## src/hw/rtl/pcs_pkg.sv

```systemverilog
// ----------------------------------------------------------------------------
// pcs_pkg
// shared constants and types for the pixel color search unit
// ----------------------------------------------------------------------------
package pcs_pkg;

   // largest screen dimension handled, coordinates fit in COORD_W bits
   localparam int MAX_DIM = 8192;
   localparam int COORD_W = $clog2(MAX_DIM);

   localparam int POS_W   = 16;
   localparam int RGB_W   = 24;
   localparam int TOL_W   = 8;
   localparam int SCR_W   = 14;
   localparam int CSR_IDX_W  = 4;
   localparam int CSR_DATA_W = 24;

   typedef enum logic [CSR_IDX_W-1:0] {
      REG_START_X       = 4'd0,
      REG_START_Y       = 4'd1,
      REG_END_X         = 4'd2,
      REG_END_Y         = 4'd3,
      REG_TARGET_COLOR  = 4'd4,
      REG_TOLERANCE     = 4'd5,
      REG_SCREEN_WIDTH  = 4'd6,
      REG_SCREEN_HEIGHT = 4'd7
   } csr_index_type;

   localparam logic [SCR_W-1:0] SCREEN_WIDTH_RST  = 14'd1920;
   localparam logic [SCR_W-1:0] SCREEN_HEIGHT_RST = 14'd1080;

endpackage

```

## src/hw/rtl/pixel_color_search_unit.sv

```systemverilog
// ----------------------------------------------------------------------------
// pixel_color_search_unit
// color search with per-channel tolerance over a clipped screen rectangle
// ----------------------------------------------------------------------------
// Usage:
//   csr_* writes one register per word (index, data). csr_ready is always
//   high. Every write to a known register restarts the scan; for one cycle
//   afterwards req_stall is raised while the clipped bounds are recomputed.
//   req_* takes the pixels of the clipped rectangle in raster order, one word
//   per cycle. A pixel lands in an input register and is matched and counted
//   from there; the unit sustains one pixel per clock when req_stall is low.
//   rsp_* gives one word (found, match_x, match_y) after the last pixel of the
//   rectangle has passed the input and result registers. The result sits in an
//   output register; while rsp_stall is high the input register still fills
//   and req_stall rises only once a pixel waits behind the held result.
//   If the clipped rectangle is empty, pixels are swallowed without effect.
//   Reset (synchronous) loads the default registers (1920x1080 screen,
//   corners at the origin), clears all hits and holds req_stall for one
//   cycle while the bounds settle.
// ----------------------------------------------------------------------------
module pixel_color_search_unit
   import pcs_pkg::*;
(
   input  logic                  clock,
   input  logic                  reset,

   input  logic                  csr_valid,
   output logic                  csr_ready,
   input  logic [CSR_IDX_W-1:0]  csr_index,
   input  logic [CSR_DATA_W-1:0] csr_data,

   input  logic                  req_valid,
   output logic                  req_stall,
   input  logic [RGB_W-1:0]      req_pixel_rgb,

   output logic                  rsp_valid,
   input  logic                  rsp_stall,
   output logic                  rsp_found,
   output logic [COORD_W-1:0]    rsp_match_x,
   output logic [COORD_W-1:0]    rsp_match_y
);

   // configuration registers
   logic [POS_W-1:0]   start_x_ff, start_y_ff, end_x_ff, end_y_ff;
   logic [RGB_W-1:0]   target_color_ff;
   logic [TOL_W-1:0]   tolerance_ff;
   logic [SCR_W-1:0]   screen_width_ff, screen_height_ff;

   // clipped bounds
   logic [COORD_W-1:0] clip_l_ff, clip_r_ff, clip_t_ff, clip_b_ff;
   logic [COORD_W-1:0] clip_l_in, clip_r_in, clip_t_in, clip_b_in;
   logic               clip_empty_ff, clip_empty_in;
   logic               x_fwd_ff, x_fwd_in, y_fwd_ff, y_fwd_in;
   logic               settle_ff;

   // input register
   logic               in_valid_ff, in_valid_in;
   logic [RGB_W-1:0]   pixel_ff, pixel_in;

   // scan state
   logic               restart_ff, restart_in;
   logic [COORD_W-1:0] col_ff, col_in, row_ff, row_in;
   logic               row_hit_ff, row_hit_in;
   logic [COORD_W-1:0] row_hit_x_ff, row_hit_x_in;
   logic               best_hit_ff, best_hit_in;
   logic [COORD_W-1:0] best_x_ff, best_x_in, best_y_ff, best_y_in;

   // result register
   logic               rsp_valid_ff, rsp_valid_in;
   logic               rsp_found_ff, rsp_found_in;
   logic [COORD_W-1:0] rsp_match_x_ff, rsp_match_x_in, rsp_match_y_ff, rsp_match_y_in;

   logic               csr_write, csr_known, accept, advance, process;
   logic               match, last_col, last_row, done, best_take;
   logic               row_hit_upd, best_hit_upd;
   logic [COORD_W-1:0] cx, cy, row_x_upd, bx, by;

   logic signed [POS_W:0] x1, x2, y1, y2, lo_x, hi_x, lo_y, hi_y;
   logic signed [POS_W:0] l_s, r_s, t_s, b_s, swm1, shm1;
   logic [SCR_W-1:0]      sw_lim, sh_lim;

   function automatic logic [7:0] chan_diff(input logic [7:0] a, input logic [7:0] b);
      return (a > b) ? (a - b) : (b - a);
   endfunction

   // ---------------------------------------------------------------- clipping
   always_comb begin
      x1 = $signed({start_x_ff[POS_W-1], start_x_ff});
      x2 = $signed({end_x_ff[POS_W-1], end_x_ff});
      y1 = $signed({start_y_ff[POS_W-1], start_y_ff});
      y2 = $signed({end_y_ff[POS_W-1], end_y_ff});
      sw_lim = (screen_width_ff > SCR_W'(MAX_DIM)) ? SCR_W'(MAX_DIM) : screen_width_ff;
      sh_lim = (screen_height_ff > SCR_W'(MAX_DIM)) ? SCR_W'(MAX_DIM) : screen_height_ff;
      swm1 = $signed({3'b000, sw_lim}) - 17'sd1;
      shm1 = $signed({3'b000, sh_lim}) - 17'sd1;
      lo_x = (x1 < x2) ? x1 : x2;
      hi_x = (x1 < x2) ? x2 : x1;
      lo_y = (y1 < y2) ? y1 : y2;
      hi_y = (y1 < y2) ? y2 : y1;
      l_s = (lo_x < 17'sd0) ? 17'sd0 : lo_x;
      t_s = (lo_y < 17'sd0) ? 17'sd0 : lo_y;
      r_s = (hi_x > swm1) ? swm1 : hi_x;
      b_s = (hi_y > shm1) ? shm1 : hi_y;
      clip_empty_in = (r_s < l_s) || (b_s < t_s);
      clip_l_in = l_s[COORD_W-1:0];
      clip_r_in = r_s[COORD_W-1:0];
      clip_t_in = t_s[COORD_W-1:0];
      clip_b_in = b_s[COORD_W-1:0];
      x_fwd_in = (x1 <= x2);
      y_fwd_in = (y1 <= y2);
   end

   // ---------------------------------------------------------------- handshake
   assign csr_ready = 1'b1;
   assign csr_write = csr_valid && csr_ready;

   always_comb begin
      case (csr_index)
         REG_START_X, REG_START_Y, REG_END_X, REG_END_Y,
         REG_TARGET_COLOR, REG_TOLERANCE,
         REG_SCREEN_WIDTH, REG_SCREEN_HEIGHT: csr_known = 1'b1;
         default:                             csr_known = 1'b0;
      endcase
   end

   assign advance   = in_valid_ff && (!rsp_valid_ff || !rsp_stall);
   assign req_stall = settle_ff || (in_valid_ff && !advance);
   assign accept    = req_valid && !req_stall;
   assign process   = advance && !clip_empty_ff;

   assign in_valid_in = accept || (in_valid_ff && !advance);
   assign pixel_in    = accept ? req_pixel_rgb : pixel_ff;

   // ---------------------------------------------------------------- scan step
   always_comb begin
      cx = restart_ff ? clip_l_ff : col_ff;
      cy = restart_ff ? clip_t_ff : row_ff;

      match = (chan_diff(pixel_ff[23:16], target_color_ff[23:16]) <= tolerance_ff) &&
              (chan_diff(pixel_ff[15:8],  target_color_ff[15:8])  <= tolerance_ff) &&
              (chan_diff(pixel_ff[7:0],   target_color_ff[7:0])   <= tolerance_ff);

      // reversed column direction keeps the rightmost hit
      row_hit_upd = row_hit_ff || match;
      row_x_upd   = (match && (!x_fwd_ff || !row_hit_ff)) ? cx : row_hit_x_ff;

      last_col = (cx == clip_r_ff);
      last_row = (cy == clip_b_ff);
      done     = last_col && last_row;

      // reversed row direction keeps the lowest row
      best_take    = last_col && row_hit_upd && (!y_fwd_ff || !best_hit_ff);
      best_hit_upd = best_hit_ff || best_take;
      bx           = best_take ? row_x_upd : best_x_ff;
      by           = best_take ? cy : best_y_ff;

      restart_in   = restart_ff;
      col_in       = col_ff;
      row_in       = row_ff;
      row_hit_in   = row_hit_ff;
      row_hit_x_in = row_hit_x_ff;
      best_hit_in  = best_hit_ff;
      best_x_in    = best_x_ff;
      best_y_in    = best_y_ff;
      if (process) begin
         restart_in   = 1'b0;
         row_hit_x_in = row_x_upd;
         best_x_in    = bx;
         best_y_in    = by;
         if (last_col) begin
            col_in      = clip_l_ff;
            row_in      = last_row ? clip_t_ff : COORD_W'(cy + 1'b1);
            row_hit_in  = 1'b0;
            best_hit_in = last_row ? 1'b0 : best_hit_upd;
         end else begin
            col_in      = COORD_W'(cx + 1'b1);
            row_in      = cy;
            row_hit_in  = row_hit_upd;
         end
      end

      rsp_found_in   = best_hit_upd;
      rsp_match_x_in = best_hit_upd ? bx : '0;
      rsp_match_y_in = best_hit_upd ? by : '0;
      if (process && done) begin
         rsp_valid_in = 1'b1;
      end else begin
         rsp_valid_in = rsp_valid_ff && rsp_stall;
      end
   end

   // ---------------------------------------------------------------- registers
   always_ff @(posedge clock) begin
      if (reset) begin
         start_x_ff       <= '0;
         start_y_ff       <= '0;
         end_x_ff         <= '0;
         end_y_ff         <= '0;
         target_color_ff  <= '0;
         tolerance_ff     <= '0;
         screen_width_ff  <= SCREEN_WIDTH_RST;
         screen_height_ff <= SCREEN_HEIGHT_RST;
         settle_ff        <= 1'b1;
         in_valid_ff      <= 1'b0;
         restart_ff       <= 1'b1;
         row_hit_ff       <= 1'b0;
         best_hit_ff      <= 1'b0;
         rsp_valid_ff     <= 1'b0;
      end else begin
         in_valid_ff  <= in_valid_in;
         rsp_valid_ff <= rsp_valid_in;
         if (csr_write && csr_known) begin
            case (csr_index)
               REG_START_X:       start_x_ff       <= csr_data[POS_W-1:0];
               REG_START_Y:       start_y_ff       <= csr_data[POS_W-1:0];
               REG_END_X:         end_x_ff         <= csr_data[POS_W-1:0];
               REG_END_Y:         end_y_ff         <= csr_data[POS_W-1:0];
               REG_TARGET_COLOR:  target_color_ff  <= csr_data[RGB_W-1:0];
               REG_TOLERANCE:     tolerance_ff     <= csr_data[TOL_W-1:0];
               REG_SCREEN_WIDTH:  screen_width_ff  <= csr_data[SCR_W-1:0];
               REG_SCREEN_HEIGHT: screen_height_ff <= csr_data[SCR_W-1:0];
               default: begin
               end
            endcase
            // new registers must pass through the clip registers before the bounds are valid
            settle_ff   <= 1'b1;
            restart_ff  <= 1'b1;
            row_hit_ff  <= 1'b0;
            best_hit_ff <= 1'b0;
         end else begin
            settle_ff   <= 1'b0;
            restart_ff  <= restart_in;
            row_hit_ff  <= row_hit_in;
            best_hit_ff <= best_hit_in;
         end
      end
   end

   always_ff @(posedge clock) begin
      clip_l_ff     <= clip_l_in;
      clip_r_ff     <= clip_r_in;
      clip_t_ff     <= clip_t_in;
      clip_b_ff     <= clip_b_in;
      clip_empty_ff <= clip_empty_in;
      x_fwd_ff      <= x_fwd_in;
      y_fwd_ff      <= y_fwd_in;
      pixel_ff      <= pixel_in;
      col_ff        <= col_in;
      row_ff        <= row_in;
      row_hit_x_ff  <= row_hit_x_in;
      best_x_ff     <= best_x_in;
      best_y_ff     <= best_y_in;
      if (!(rsp_valid_ff && rsp_stall)) begin
         rsp_found_ff   <= rsp_found_in;
         rsp_match_x_ff <= rsp_match_x_in;
         rsp_match_y_ff <= rsp_match_y_in;
      end
   end

   assign rsp_valid   = rsp_valid_ff;
   assign rsp_found   = rsp_found_ff;
   assign rsp_match_x = rsp_match_x_ff;
   assign rsp_match_y = rsp_match_y_ff;

   // ---------------------------------------------------------------- assertions
   // scan position stays inside the clipped rectangle once it is running
   a_counter_in_bounds: assert property (@(posedge clock) disable iff (reset)
      (!restart_ff && !settle_ff && !clip_empty_ff) |->
         (col_ff >= clip_l_ff && col_ff <= clip_r_ff &&
          row_ff >= clip_t_ff && row_ff <= clip_b_ff))
      else $error("scan counter outside clipped rectangle");

   // a register write restarts the scan and drops all hits
   a_write_restarts: assert property (@(posedge clock) disable iff (reset)
      (csr_write && csr_known) |=> (restart_ff && !best_hit_ff && !row_hit_ff && settle_ff))
      else $error("register write did not restart the scan");

   // a result without a match reports zero coordinates
   a_miss_zero: assert property (@(posedge clock) disable iff (reset)
      (rsp_valid_ff && !rsp_found_ff) |-> (rsp_match_x_ff == '0 && rsp_match_y_ff == '0))
      else $error("miss reported with nonzero coordinates");

endmodule
```

## config.mk

```make
export PLATFORM = sky130hd
export DESIGN_NAME = pixel_color_search_unit
export DESIGN_NICKNAME = d
export VERILOG_FILES = /design/src/hw/rtl/pcs_pkg.sv /design/src/hw/rtl/pixel_color_search_unit.sv
export SDC_FILE = /design/constraint.sdc
export NUM_CORES = 1
export LEC_CHECK = 0
export ABC_AREA = 1
export BUFFER_PORTS_ARGS = -buffer_cell sky130_fd_sc_hd__clkbuf_2
export CAP_MARGIN = 20
export CORE_ASPECT_RATIO = 1.4
export CORE_MARGIN = 2
export CORE_UTILIZATION = 57
export DETAILED_ROUTE_END_ITERATION = 8
export GPL_TIMING_DRIVEN = 0
export PLACE_DENSITY = 0.88
export RECOVER_POWER = 50
export SKIP_LAST_GASP = 1
export SLEW_MARGIN = 20
export SYNTH_ARGS = -nofsm -noshare
export SYNTH_HDL_FRONTEND = slang
export SYNTH_SLANG_ARGS = --single-unit
```

## constraint.sdc

```tcl
create_clock -name clock -period 5.49 [get_ports clock]
set_input_delay 1.098 -clock clock [delete_from_list [all_inputs] [get_ports clock]]
set_output_delay 1.098 -clock clock [all_outputs]
set_load 0.05 [all_outputs]
```

# == Yosys cells after proc, flatten, opt, wreduce, memory -nomap -nowiden ==
# Cells that the tools add are included.
# op_classes
add_sub_neg,10
n_mul,0
n_div,0
n_lt_le_gt_ge,18
eq_ne,9
shifts,0
muxes,26
bitwise,0
n_reduce_logical,41
# op_table
cell,n
two-way mux 17 bit,8
two-way mux 13 bit,8
subtractor 8 bit,6
greater-than comparator 17 x 15 -> 1 bit,2
"less-than comparator 17 x 1 -> 1 bit, second input constant",2
less-than comparator 17 bit,2
less-or-equal comparator 16 bit,2
less-than comparator 16 bit,2
"subtractor 14 x 1 -> 15 bit, second input constant",2
"greater-than comparator 14 bit, second input constant",2
two-way mux 14 bit,2
"adder 13 x 1 -> 13 bit, second input constant",2
equality test 13 bit,2
greater-than comparator 8 bit,3
less-or-equal comparator 8 bit,3
two-way mux 8 bit,3
AND reduction 2 bit,9
"equality test 4 x 3 -> 1 bit, second input constant",4
logical AND 1 bit,13
zero test 1 bit,9
"equality test 4 x 2 -> 1 bit, second input constant",2
logical OR 1 bit,8
two-way mux 1 bit,5
"equality test 4 x 1 -> 1 bit, second input constant",1
2 further kinds,2
# totals
reg_bits,301
latch_bits,0
ram_bits,0
rom_bits,0
out_inout_bits,30
elab_cells,134
n_memories,0

# == Logic depth before layout (Yosys ltp) ==
# Gate-level depths: netlist of the first run.
# depth
word_depth,10
mapped_depth,42
depth_no_buf,38

# == Worst setup path after synthesis of the first run ==
# Ideal clock, no wire load.
# synth_timing
path_kind,input-to-reg
from,in rsp_stall
to,reg best_hit_ff
setup_ns,0.129
arrival_ns,5.335
t_required_ns,5.361
slack_ns,0.025
stages,8
path_buffers,0
cell_sequence,nand2_1 > nand2_1 > nor2_1 > inv_1 > nor2_1 > nand2_1 > o211ai_1 > nor2_1
# synth_via
elab_chain_len,5
# synth_rtl
element,line_no,rtl
from (decl),pixel_color_search_unit.sv:37,"input logic rsp_stall,"
zero test 1 bit,pixel_color_search_unit.sv:126,assign advance = in_valid_ff && (!rsp_valid_ff || !rsp_stall);
logical OR 1 bit,pixel_color_search_unit.sv:126,
logical AND 1 bit,pixel_color_search_unit.sv:126,
logical AND 1 bit,pixel_color_search_unit.sv:129,assign process = advance && !clip_empty_ff;
via process,pixel_color_search_unit.sv:73,"logic csr_write, csr_known, accept, advance, process;"
AND reduction 2 bit (no line),n/a,
to (signal assigned),pixel_color_search_unit.sv:234,best_hit_ff <= best_hit_in;
to (decl),pixel_color_search_unit.sv:65,"logic best_hit_ff, best_hit_in;"
# The timed path passes the listed nets, and every way through them passes these cells.
# A chain may end at the register's enable or synchronous reset.

# == Final worst setup path of the first run ==
# layout_timing
from,reg end_y_ff[11]
to,reg clip_empty_ff
# layout_via
elab_chain_len,6
elab_cells_between_ends,9
# layout_rtl
element,line_no,rtl
from (decl),pixel_color_search_unit.sv:44,"logic [POS_W-1:0] start_x_ff, start_y_ff, end_x_ff, end_y_ff;"
from (signal assigned),pixel_color_search_unit.sv:217,REG_END_Y: end_y_ff <= csr_data[POS_W-1:0];
less-than comparator 16 bit,pixel_color_search_unit.sv:99,hi_y = (y1 < y2) ? y2 : y1;
two-way mux 17 bit (*),pixel_color_search_unit.sv:99,
greater-than comparator 17 x 15 -> 1 bit,pixel_color_search_unit.sv:103,b_s = (hi_y > shm1) ? shm1 : hi_y;
two-way mux 17 bit (*),pixel_color_search_unit.sv:103,
via b_s[4],pixel_color_search_unit.sv:79,"logic signed [POS_W:0] l_s, r_s, t_s, b_s, swm1, shm1;"
less-than comparator 17 bit (*),pixel_color_search_unit.sv:104,clip_empty_in = (r_s < l_s) || (b_s < t_s);
logical OR 1 bit (*),pixel_color_search_unit.sv:104,
via clip_empty_in,pixel_color_search_unit.sv:52,"logic clip_empty_ff, clip_empty_in;"
to (signal assigned),pixel_color_search_unit.sv:244,clip_empty_ff <= clip_empty_in;
to (decl),pixel_color_search_unit.sv:52,
# The timed path passes the listed nets; every way through them passes the cells marked *.

==> results of run 1 <==
-- worst max path at each step --
stage | endpoint | slack [ns] | cells past startpoint
6_report | clip_empty_ff | 0.24 | 29
3_3_place_gp | best_hit_ff | -1.75 | 9
4_1_cts | clip_empty_ff | 0.02 | 33
2_1_floorplan | best_hit_ff | 0.03 | 8
3_5_place_dp | clip_empty_ff | -0.57 | 32
5_1_grt | clip_empty_ff | -0.02 | 32
-- state kept, by name (all words and copies together), names as in the netlist, 14 cells and up --
register,cells
end_x_ff,16
screen_height_ff,14
start_y_ff,16
end_y_ff,16
screen_width_ff,14
start_x_ff,16
pixel_ff,24
target_color_ff,24
-- metrics by stage --
stage | setup slack (ns) | instance area [sq um] | power [mW] | cells | hold WS, ns
after floorplan | 0.0252 | 18000 | 3.87 | 2358 | 0.435
after global placement | -1.75 | 19000 | 4.26 | 2838 | 0.449
after detailed placement | -0.570 | 19000 | 4.35 | 2841 | 0.461
after CTS | 0.0214 | 20100 | 6.53 | 2895 | 0.471
after global routing | -0.0179 | 20300 | 6.94 | 2902 | 0.492
final | 0.242 | 20300 | 6.60 | 2902 | 0.469
-- cells in the final DEF (no fill, tap or decap), types with 4 or more instances in the layout --
cell type / netlist / layout
nand2_1: 462 / 459
inv_1: 400 / 400
o21ai_0: 298 / 280
a21oi_1: 201 / 199
dfxtp_1: 185 / 185
ha_1: 165 / 165
nor2_1: 158 / 153
edfxtp_1: 116 / 116
clkbuf_2: 0 / 86
nand3_1: 69 / 65
clkbuf_1: 64 / 57
xor2_1: 52 / 52
clkbuf_16: 0 / 34
xnor2_1: 25 / 25
nand4_1: 24 / 24
o21ai_1: 8 / 21
o211ai_1: 18 / 18
nor3_1: 22 / 16
or2_2: 13 / 13
buf_4: 4 / 12
buf_2: 7 / 9
clkinv_2: 0 / 7
buf_6: 6 / 6
o21a_1: 6 / 6
o21ai_2: 1 / 6
mux2_2: 6 / 6
fa_1: 6 / 6
nand3b_1: 5 / 5
nor3_2: 0 / 5
clkbuf_4: 0 / 5
nand2_2: 1 / 4
nand3_2: 1 / 4
nor2_4: 0 / 4
a21o_1: 4 / 4
o21bai_1: 4 / 4
mux2i_1: 4 / 4
nor4_1: 4 / 4
-- synth_stat cells (22+ instances only) --
master and count:
nor3_1 22, xor2_1 52, clkbuf_1 64, a21oi_1 201, dfxtp_1 185, nand4_1 24, nor2_1 158, nand3_1 69
nand2_1 462, o21ai_0 298, xnor2_1 25, ha_1 165, edfxtp_1 116, inv_1 400
-- final cells by class --
cell class	count	area share
Sequential cell	301	0.354
Clock buffer	40	0.0440
Inverter	403	0.0745
Clock inverter	16	0.00862
Timing Repair Buffer	95	0.0268
Buffer	80	0.0195
Tap cell	395	0.0243
Multi-Input combinational cell	1572	0.448
-- logic make-up after synthesis --
group                      count (synthesis)  synth area share
muxes                                     10           0.00597
DFF                                      301             0.399
other                                      1          0.000208
AOI/OAI and AO/OA                        548             0.158
adders and majority gates                171             0.121
xor gates and xnor gates                  77            0.0374
and+or+nand+nor                          764             0.174
buffers and inverters                    486             0.105
-- repair_timing --
action                     in CTS  in global routing
hold endpoints to repair        0                  0
resized for setup              12                 60
cloned                          0                  1
pin swaps                       0                  6
setup endpoints to repair       1                  1
buffers inserted                0                  7
-- power groups by stage --
| stage | Clock (mW) | Combinational [mW] | Sequential, mW |
|---|---|---|---|
| after global placement | 0 | 1.64 | 2.62 |
| after CTS | 2.20 | 1.74 | 2.58 |
| after floorplan | 0 | 1.26 | 2.60 |
| after detailed placement | 0 | 1.72 | 2.63 |
| after global routing | 2.28 | 2.06 | 2.60 |
| final | 2.19 | 1.83 | 2.58 |
-- layer usage --
metal  up-vias  track usage  wire (um)
li1       7940            -          -
met1      7337        0.305      17200
met5         -            0          9
met2       738        0.529      24100
met3       241       0.0376       3190
met4         2        0.181       3380
-- worst max-delay path, delay by kind of cell (launching register included) --
family,cells,cell delay (ns)
adder cells (fa/ha/maj),3,1.01
buffers and inverters,4,0.76
flip-flops,1,0.40
AND/OR/NAND/NOR,14,1.58
AO/OA/AOI/OAI,8,1.36
==> out/metrics.csv, run 1 <==
metric,value,unit
yosysTopAreaCell,dfxtp_1,
min_period,5.25,ns
tns,0,ns
grt_overflow_total,0,
wl_per_cell,16.5,um
slew_headroom,0.212,
ff2ff_path_depth,29,
r2r_slack,0.24,ns
drc,0,
swShare,0.327,
p_leak,9.55,nW
required,5.93,ns
hold_end,target_color_ff[7],
hold_path_depth,2,
antenna_found_initial,1,
critPathLaunchType,register,
grt_pass1_wl,77.2,mm
via_per_inst,5.60,
synth_top_area_frac,0.205,
syn2layout_area_growth,12.6,%
grt_max_degree,31,
worst-path-max-fanout,10,
via_count,16300,
slowest_stage,clkbuf_1,
max_stage_delay,0.41,ns
status,finished clean,
utilization,0.647,
cts_tree,done,
grt_pass1_vias,16200,
timing_hold_violations_final,0,
dpl.hpwl,36.7,mm
timing.rr.end,clip_empty_ff,
yosysWarnings,0,
num-fill-cells,2607,
cp-end-kind,register,
synth_edf_count,116,
crit_start,end_y_ff[11],
clk_path_buf_depth,3,
clkPwrFrac,0.331,
clock.fmax,0.191,GHz
cpMostUsedCell,nand2_1,
numCtsBuffers,30,
period_share,0.956,
drive_gt1_frac,0.0901,
hold_class,register to register,
synth_area_leaders,"dfxtp_1 21%, edfxtp_1 19%, ha_1 11%",
drt_first_iter_violations,1261,
intPower,4.44,mW
synth-seq-cells,301,
ios,87,
ant_nets,0,
first_pass_iters,5,
cts_hold_buf,0,
setup_viol,0,
synth_cell_type_count,42,
cp_data_arrival_time,5.69,ns
row_count,77,
min_from,target_color_ff[7],
regArea,7190,sq um
switchingPower,2.16,mW
initial_core_util,0.574,
netlist_instances,2358,
cts_max_level,1,
maxSlewViolCount,0,
core_area,31400,sq um
nNetsFinal,2711,
avgSynthCellArea,7.65,sq um
worst_pin_slew,1.18,ns
power.density,325,nW/um^2
place.gp.congestion,0.996,
n_antenna_cell,0,
yosysSeqAreaShare,0.399,
power_frac_seq,0.391,
syn-cell-area,18000,sq um
crit_type,register to register,
synth_ff_type,dfxtp_1,
syn-num-nets,2586,
cts_sinks,301,
multi_input_area,9110,sq um
io_buffers,85,
die_w,154,um
gr-usage-all-layers,0.286,
pwr-share-comb,0.278,
ir_drop,0.000305,V
routed_wl,47.9,mm
async_flop_share,0,
die_y,214,um
path_clk_slew,0.06,ns
root_buffer,clkbuf_16,
clk_latency,0.57,ns
finalClockSkew,0.0180,ns
r2r_start,end_y_ff[11],
cap_viol_max_count,0,
die-area,33100,sq um
Note: power is estimated with default switching activity, not from simulation.
==> run 2: changes to the inputs <==
--- a/config.mk
+++ b/config.mk
@@ -5,15 +5,14 @@
 export SDC_FILE = /design/constraint.sdc
 export NUM_CORES = 1
 export LEC_CHECK = 0
-export ABC_AREA = 1
 export BUFFER_PORTS_ARGS = -buffer_cell sky130_fd_sc_hd__clkbuf_2
 export CAP_MARGIN = 20
 export CORE_ASPECT_RATIO = 1.4
 export CORE_MARGIN = 2
-export CORE_UTILIZATION = 57
+export CORE_UTILIZATION = 54
 export DETAILED_ROUTE_END_ITERATION = 8
 export GPL_TIMING_DRIVEN = 0
-export PLACE_DENSITY = 0.88
+export PLACE_DENSITY = 0.84
 export RECOVER_POWER = 50
 export SKIP_LAST_GASP = 1
 export SLEW_MARGIN = 20
==> run 2 against run 1 <==
Net effect: the flow now finishes with violations (max-capacitance violations, max-slew violations, negative setup slack); clock power fell by 8%; wire length rose by 3.0%; first-iteration DRC count fell by 19%; design area rose by 5.4%; combinational power fell by 28%; utilization barely moved; final cell count fell by 8.5%.
==> out/metrics.csv, run 2 <==
metric,value,unit,change
synth_cell_type_count,77,,+83%
cp-end-kind,register,,
violations,"max-capacitance violations, max-slew violations, negative setup slack",,
final_common_cell,nand2_1,,
tns,-0.494,ns,-0.494 ns
power.density,270,nW/um^2,-17%
max_stage_delay,0.38,ns,-0.03 ns
netlist_instances,2014,,-15%
cts_hold_buf,0,,unchanged
initial_core_util,0.546,,-0.0280
avgSynthCellArea,8.98,sq um,+17%
r2r_start,end_y_ff[14],,
slowest_stage,nor4_4,,
clk_latency,0.56,ns,about the same
crit_type,register to register,,
synth_area_leaders,"dfxtp_1 20%, edfxtp_1 19%, ha_1 11%",,
timing_hold_violations_final,0,,unchanged
dpl.hpwl,36.4,mm,-0.98%
syn-num-nets,2242,,-13%
drc,0,,unchanged
ios,87,,unchanged
cp_data_arrival_time,6.47,ns,+0.78 ns
maxSlewViolCount,26,,+26
hold_end,target_color_ff[23],,
finalClockSkew,0.0136,ns,-0.00439 ns
synth_edf_count,116,,unchanged
min_from,target_color_ff[23],,
synth_commonest_cells,"342 x nand2_1, 211 x a21oi_1, 185 x dfxtp_1",,
cap_viol_max_count,1,,+1
wl_per_cell,18.6,um,+13%
dp_slack,-1.24,ns,-0.673 ns
grt_pass1_vias,15300,,-5.6%
io_buffers,76,,-11%
routed_wl,49.4,mm,+3.0%
path_buf_inv,5,,+1
drive_gt1_frac,0.184,,+0.0939
synth-seq-cells,301,,unchanged
cts_max_level,1,,unchanged
antenna_found_initial,0,,-1
syn2layout_area_growth,18.4,%,
hold_class,register to register,,
syn-cell-area,18100,sq um,+0.29%
row_count,79,,+2.6%
slew_headroom,-0.344,,-0.555
clock.fmax,0.167,GHz,-12%
r2r_slack,-0.49,ns,-0.74 ns
layout_common_cells,"339 x nand2_1, 198 x a21oi_1, 179 x dfxtp_1, 152 x inv_1, 146 x ha_1",,
rsz0062_at_grt,yes,,
ff2ff_path_depth,29,,unchanged
timing.rr.end,clip_empty_ff,,
synth_top_area_frac,0.205,,-0.000597
status,"complete, but fails checks",,
first_pass_iters,6,,+1
critPathLaunchType,register,,
cts_tree,done,,
worst_pin_slew,2.01,ns,+0.835 ns
die_w,159,um,+2.8%
worst_slack,-0.494,ns,-0.737 ns
yosysSeqAreaShare,0.397,,-0.00116
die_y,221,um,+2.8%
path_clk_slew,0.07,ns,about the same
dp_cells,2536,,-11%
p_leak,8.77,nW,-8.1%
grt_pass1_wl,75.9,mm,-1.7%
via_count,15400,,-5.0%
yosysWarnings,0,,unchanged
ant_nets,0,,unchanged
hold_path_depth,2,,unchanged
via_per_inst,5.81,,+3.7%
numCtsBuffers,28,,-6.7%
min_period,5.98,ns,+0.737 ns
gr-usage-all-layers,0.275,,-0.0114
die-area,35000,sq um,+5.7%
drt_first_iter_violations,1016,,-19%
nNetsFinal,2417,,-11%
clk_path_buf_depth,3,,unchanged
synth.most_common_cell,nand2_1,,
root_buffer,clkbuf_16,,
grt_overflow_total,0,,unchanged
period_share,1.09,,+0.134
async_flop_share,0,,unchanged
required,5.97,ns,+0.04 ns
setup_viol,1,,+1
stdcell_area,21400,sq um,+5.4%
ir_drop,0.000279,V,-8.4%
crit_family,compound AO/OA/AOI/OAI gates,,
instances_no_fill,2656,,-8.5%
largestRegisters,"pixel_ff: 24 flops, target_color_ff: 24 flops",,
yosysTopAreaCell,dfxtp_1,,
cts_sinks,301,,unchanged
synth_ff_type,dfxtp_1,,
worst-path-max-fanout,7,,-3
placed_area,19200,sq um,+1.1%
grt_max_degree,47,,+52%
core_area,33100,sq um,+5.4%
n_antenna_cell,0,,unchanged
place.gp.congestion,0.964,,-3.2%
==> run 2: where the power goes <==
| part | leakage (nW) | internal [mW] | switching (mW) |
|---|---|---|---|
| clock network | 0.469 | 1.11 | 0.904 |
| logic | 5.65 | 0.549 | 0.769 |
| registers | 2.65 | 2.40 | 0.0454 |
| total | 8.77 | 4.07 | 1.72 |
==> run 2: what timing repair did <==
| action | in CTS | in global routing |
|---|---|---|
| pin swaps | 36 | 46 |
| endpoints found under the setup margin | 72 | 54 |
| buffers inserted | 37 | 30 |
| gates cloned | 0 | 3 |
| resized for setup | 66 | 100 |
==> run 2: how the worst max path moves through the flow <==
stage	cells past startpoint	from	slack, ns	end
floorplan	28	screen_width_ff[0]	-0.15	clip_empty_ff
global placement	27	end_x_ff[15]	-1.17	clip_empty_ff
detailed placement	27	end_x_ff[15]	-1.24	clip_empty_ff
CTS	25	screen_width_ff[1]	-0.38	clip_empty_ff
global route	29	end_y_ff[14]	-0.68	clip_empty_ff
finish	29	end_y_ff[14]	-0.49	clip_empty_ff
==> run 2: kinds of logic (layout without fill, tap and decap cells) <==
kind of cell,Yosys count,in the layout,share of synthesized area
other cells,1,1,0.000207
fa+ha+maj,171,171,0.121
xor+xnor,64,64,0.0310
flops,301,301,0.397
simple gates,660,660,0.167
buf+inv,252,449,0.0539
mux,155,155,0.0917
compound gates,410,410,0.138
==> run 2: layout make-up <==
type,count,area [sq um]
tap,445,557
inverter,155,586
clock inverter,21,195
timing repair buffer,147,908
sequential,301,7200
fill,2606,11700
multi-input combinational,1461,10700
buffer,95,539
clock buffer,31,764
==> run 2: routing by layer <==
layer | GRT usage | vias to the layer above | part of all wire
met5 | 0 | - | 0
met4 | 0.192 | 0 | 0.075
met3 | 0.0400 | 207 | 0.056
met2 | 0.498 | 579 | 0.51
met1 | 0.291 | 7303 | 0.36
li1 | - | 7348 | -
==> run 2: through the flow <==
stage                     hold WS [ns]  power [mW]   util
final                            0.462        5.79  0.647
after global routing             0.492        5.99  0.647
after detailed placement         0.455        3.60  0.581
after floorplan                  0.436        3.29      -
after CTS                        0.465        5.67  0.627
after global placement           0.443        3.56  0.580
==> run 2: worst reg2reg max path: cells and delay by family, from the launching register on <==
family / cells / cell delay, ns
xor+xnor: 1 / 0.11
fa+ha+maj: 3 / 0.80
simple gates: 8 / 1.53
buf+inv: 5 / 0.64
mux: 2 / 0.65
flops: 1 / 0.37
compound gates: 10 / 1.79
==> run 3: changes to the inputs <==
--- a/config.mk
+++ b/config.mk
@@ -9,10 +9,10 @@
 export CAP_MARGIN = 20
 export CORE_ASPECT_RATIO = 1.4
 export CORE_MARGIN = 2
-export CORE_UTILIZATION = 54
+export CORE_UTILIZATION = 45
 export DETAILED_ROUTE_END_ITERATION = 8
 export GPL_TIMING_DRIVEN = 0
-export PLACE_DENSITY = 0.84
+export PLACE_DENSITY = 0.74
 export RECOVER_POWER = 50
 export SKIP_LAST_GASP = 1
 export SLEW_MARGIN = 20
==> run 3 against run 2 <==
Net effect: the run still ends with max-capacitance violations, max-slew violations, negative setup slack left; flip-flop and latch count stayed put; design area grew 2.2%; global-route usage fell by 4.5 points; count of clock-buffer cells in the layout increased by 9; critical path type unchanged; largest power group unchanged.
==> out/metrics.csv, run 3 (synthesis results as in run 2) <==
metric,value,unit,change
clock.fmax,0.169,GHz,+1.2%
layout_common_cells,"337 x nand2_1, 190 x a21oi_1, 172 x dfxtp_1, 153 x inv_1, 149 x ha_1",,
via_count,15300,,-0.60%
ff2ff_path_depth,34,,+17%
max_stage_delay,0.36,ns,-0.02 ns
hold_class,register to register,,
initial_core_util,0.458,,-0.0882
worst-path-max-fanout,8,,+1
n_antenna_cell,0,,unchanged
antenna_found_initial,1,,+1
worst_pin_slew,2.03,ns,+0.0202 ns
ir_drop,0.000264,V,-5.3%
clk_path_buf_depth,3,,unchanged
via_per_inst,5.51,,-5.2%
crit_start,end_x_ff[13],,
nNetsFinal,2462,,+1.9%
period_share,1.08,,-0.0132
root_buffer,clkbuf_16,,
rsz0062_at_grt,yes,,
die-area,41800,sq um,+20%
grt_overflow_total,0,,unchanged
gr-usage-all-layers,0.230,,-0.0451
r2r_slack,-0.42,ns,+0.07 ns
stdcell_area,21900,sq um,+2.2%
cp_data_arrival_time,6.41,ns,-0.06 ns
dp_slack,-1.31,ns,-0.0657 ns
cts_sinks,301,,unchanged
first_pass_iters,8,,+2
path_clk_slew,0.06,ns,about the same
cap_viol_max_count,2,,+1
timing_hold_violations_final,0,,unchanged
timing.rr.end,clip_empty_ff,,
critPathLaunchType,register,,
routed_wl,49.6,mm,+0.44%
worst_slack,-0.422,ns,+0.0725 ns
status,"complete, but fails checks",,
die_y,241,um,+9.4%
ant_nets,0,,unchanged
grt_pass1_vias,15500,,+1.1%
cts_tree,done,,
setup_viol,1,,unchanged
ios,87,,unchanged
min_period,5.91,ns,-0.0725 ns
placed_area,19300,sq um,+0.54%
tns,-0.422,ns,+0.0725 ns
wl_per_cell,17.8,um,-4.2%
min_from,target_color_ff[23],,
r2r_start,end_x_ff[13],,
p_leak,9.02,nW,+2.8%
numCtsBuffers,30,,+7.1%
final_common_cell,nand2_1,,
slowest_stage,dfxtp_4,,
utilization,0.554,,-0.0926
cts_max_level,1,,unchanged
row_count,86,,+8.9%
violations,"max-capacitance violations, max-slew violations, negative setup slack",,
drc,0,,unchanged
hold_end,target_color_ff[23],,
syn2layout_area_growth,20.9,%,
dpl.hpwl,36.8,mm,+1.3%
cp-end-kind,register,,
largestRegisters,"pixel_ff: 24 flops, target_color_ff: 24 flops",,
drive_gt1_frac,0.205,,+0.0207
io_buffers,76,,unchanged
maxSlewViolCount,53,,+100%
cts_hold_buf,0,,unchanged
core_area,39500,sq um,+19%
clk_latency,0.58,ns,+0.02 ns
required,5.99,ns,+0.02 ns
slew_headroom,-0.356,,-0.0127
grt_max_degree,45,,-4.3%
cpMostUsedCell,buf_4,,
crit_type,register to register,,
power.density,274,nW/um^2,+1.2%
grt_pass1_wl,77.4,mm,+2.0%
hold_path_depth,2,,unchanged
place.gp.congestion,0.924,,-4.2%
die_w,173,um,+9.3%
finalClockSkew,0.0180,ns,+0.00442 ns
drt_first_iter_violations,1131,,+11%
==> run 3: repair_timing <==
item,4_1_cts,5_1_grt
resized for setup,71,106
setup endpoints to repair,67,55
gates cloned,1,2
buffers inserted,89,29
hold endpoints to repair,0,0
pin swaps,40,52
==> run 3: worst max-delay path by stage <==
stage                          endpoint  slack [ns]  cells after the start
final                     clip_empty_ff       -0.42                     34
after global routing      clip_empty_ff       -0.54                     30
after CTS                 clip_empty_ff       -0.36                     28
after detailed placement  clip_empty_ff       -1.31                     32
after global placement    clip_empty_ff       -1.28                     32
after floorplan           clip_empty_ff       -0.15                     28
==> run 3: critical path, delay by kind of cell, from the launching register on <==
kind                       cells  cell delay, ns
adders and majority gates      3            0.70
muxes                          3            0.75
AOI/OAI and AO/OA             13            2.29
buffers and inverters         10            1.31
and+or+nand+nor                5            0.40
DFF                            1            0.36
==> run 3: layer usage <==
metal  vias up  part of all wire  track usage
met4         2             0.080        0.172
li1       7418                 -            -
met5         -           0.00028            0
met1      7179              0.38        0.238
met2       518              0.50        0.425
met3       228             0.047       0.0317
==> run 3: layout make-up <==
cell class / instances / area (sq um)
sequential: 301 / 7220
timing repair buffer: 191 / 1210
clock inverter: 14 / 135
buffer: 94 / 536
multi-input combinational: 1461 / 10600
inverter: 155 / 596
tap: 528 / 661
clock buffer: 40 / 887
fill: 3460 / 17600
==> run 3: report_power, final <==
group          internal, mW  total (mW)  switching (mW)
combinational         0.617        1.42           0.808
clock                  1.23        2.11           0.879
sequential             2.41        2.45          0.0439
==> run 3: per-stage QoR <==
stage | hold slack (ns) | cells | power [mW]
after floorplan | 0.436 | 2014 | 3.29
after global placement | 0.444 | 2618 | 3.57
after detailed placement | 0.455 | 2619 | 3.60
after CTS | 0.464 | 2761 | 5.91
after global routing | 0.482 | 2784 | 6.21
final | 0.460 | 2784 | 5.98
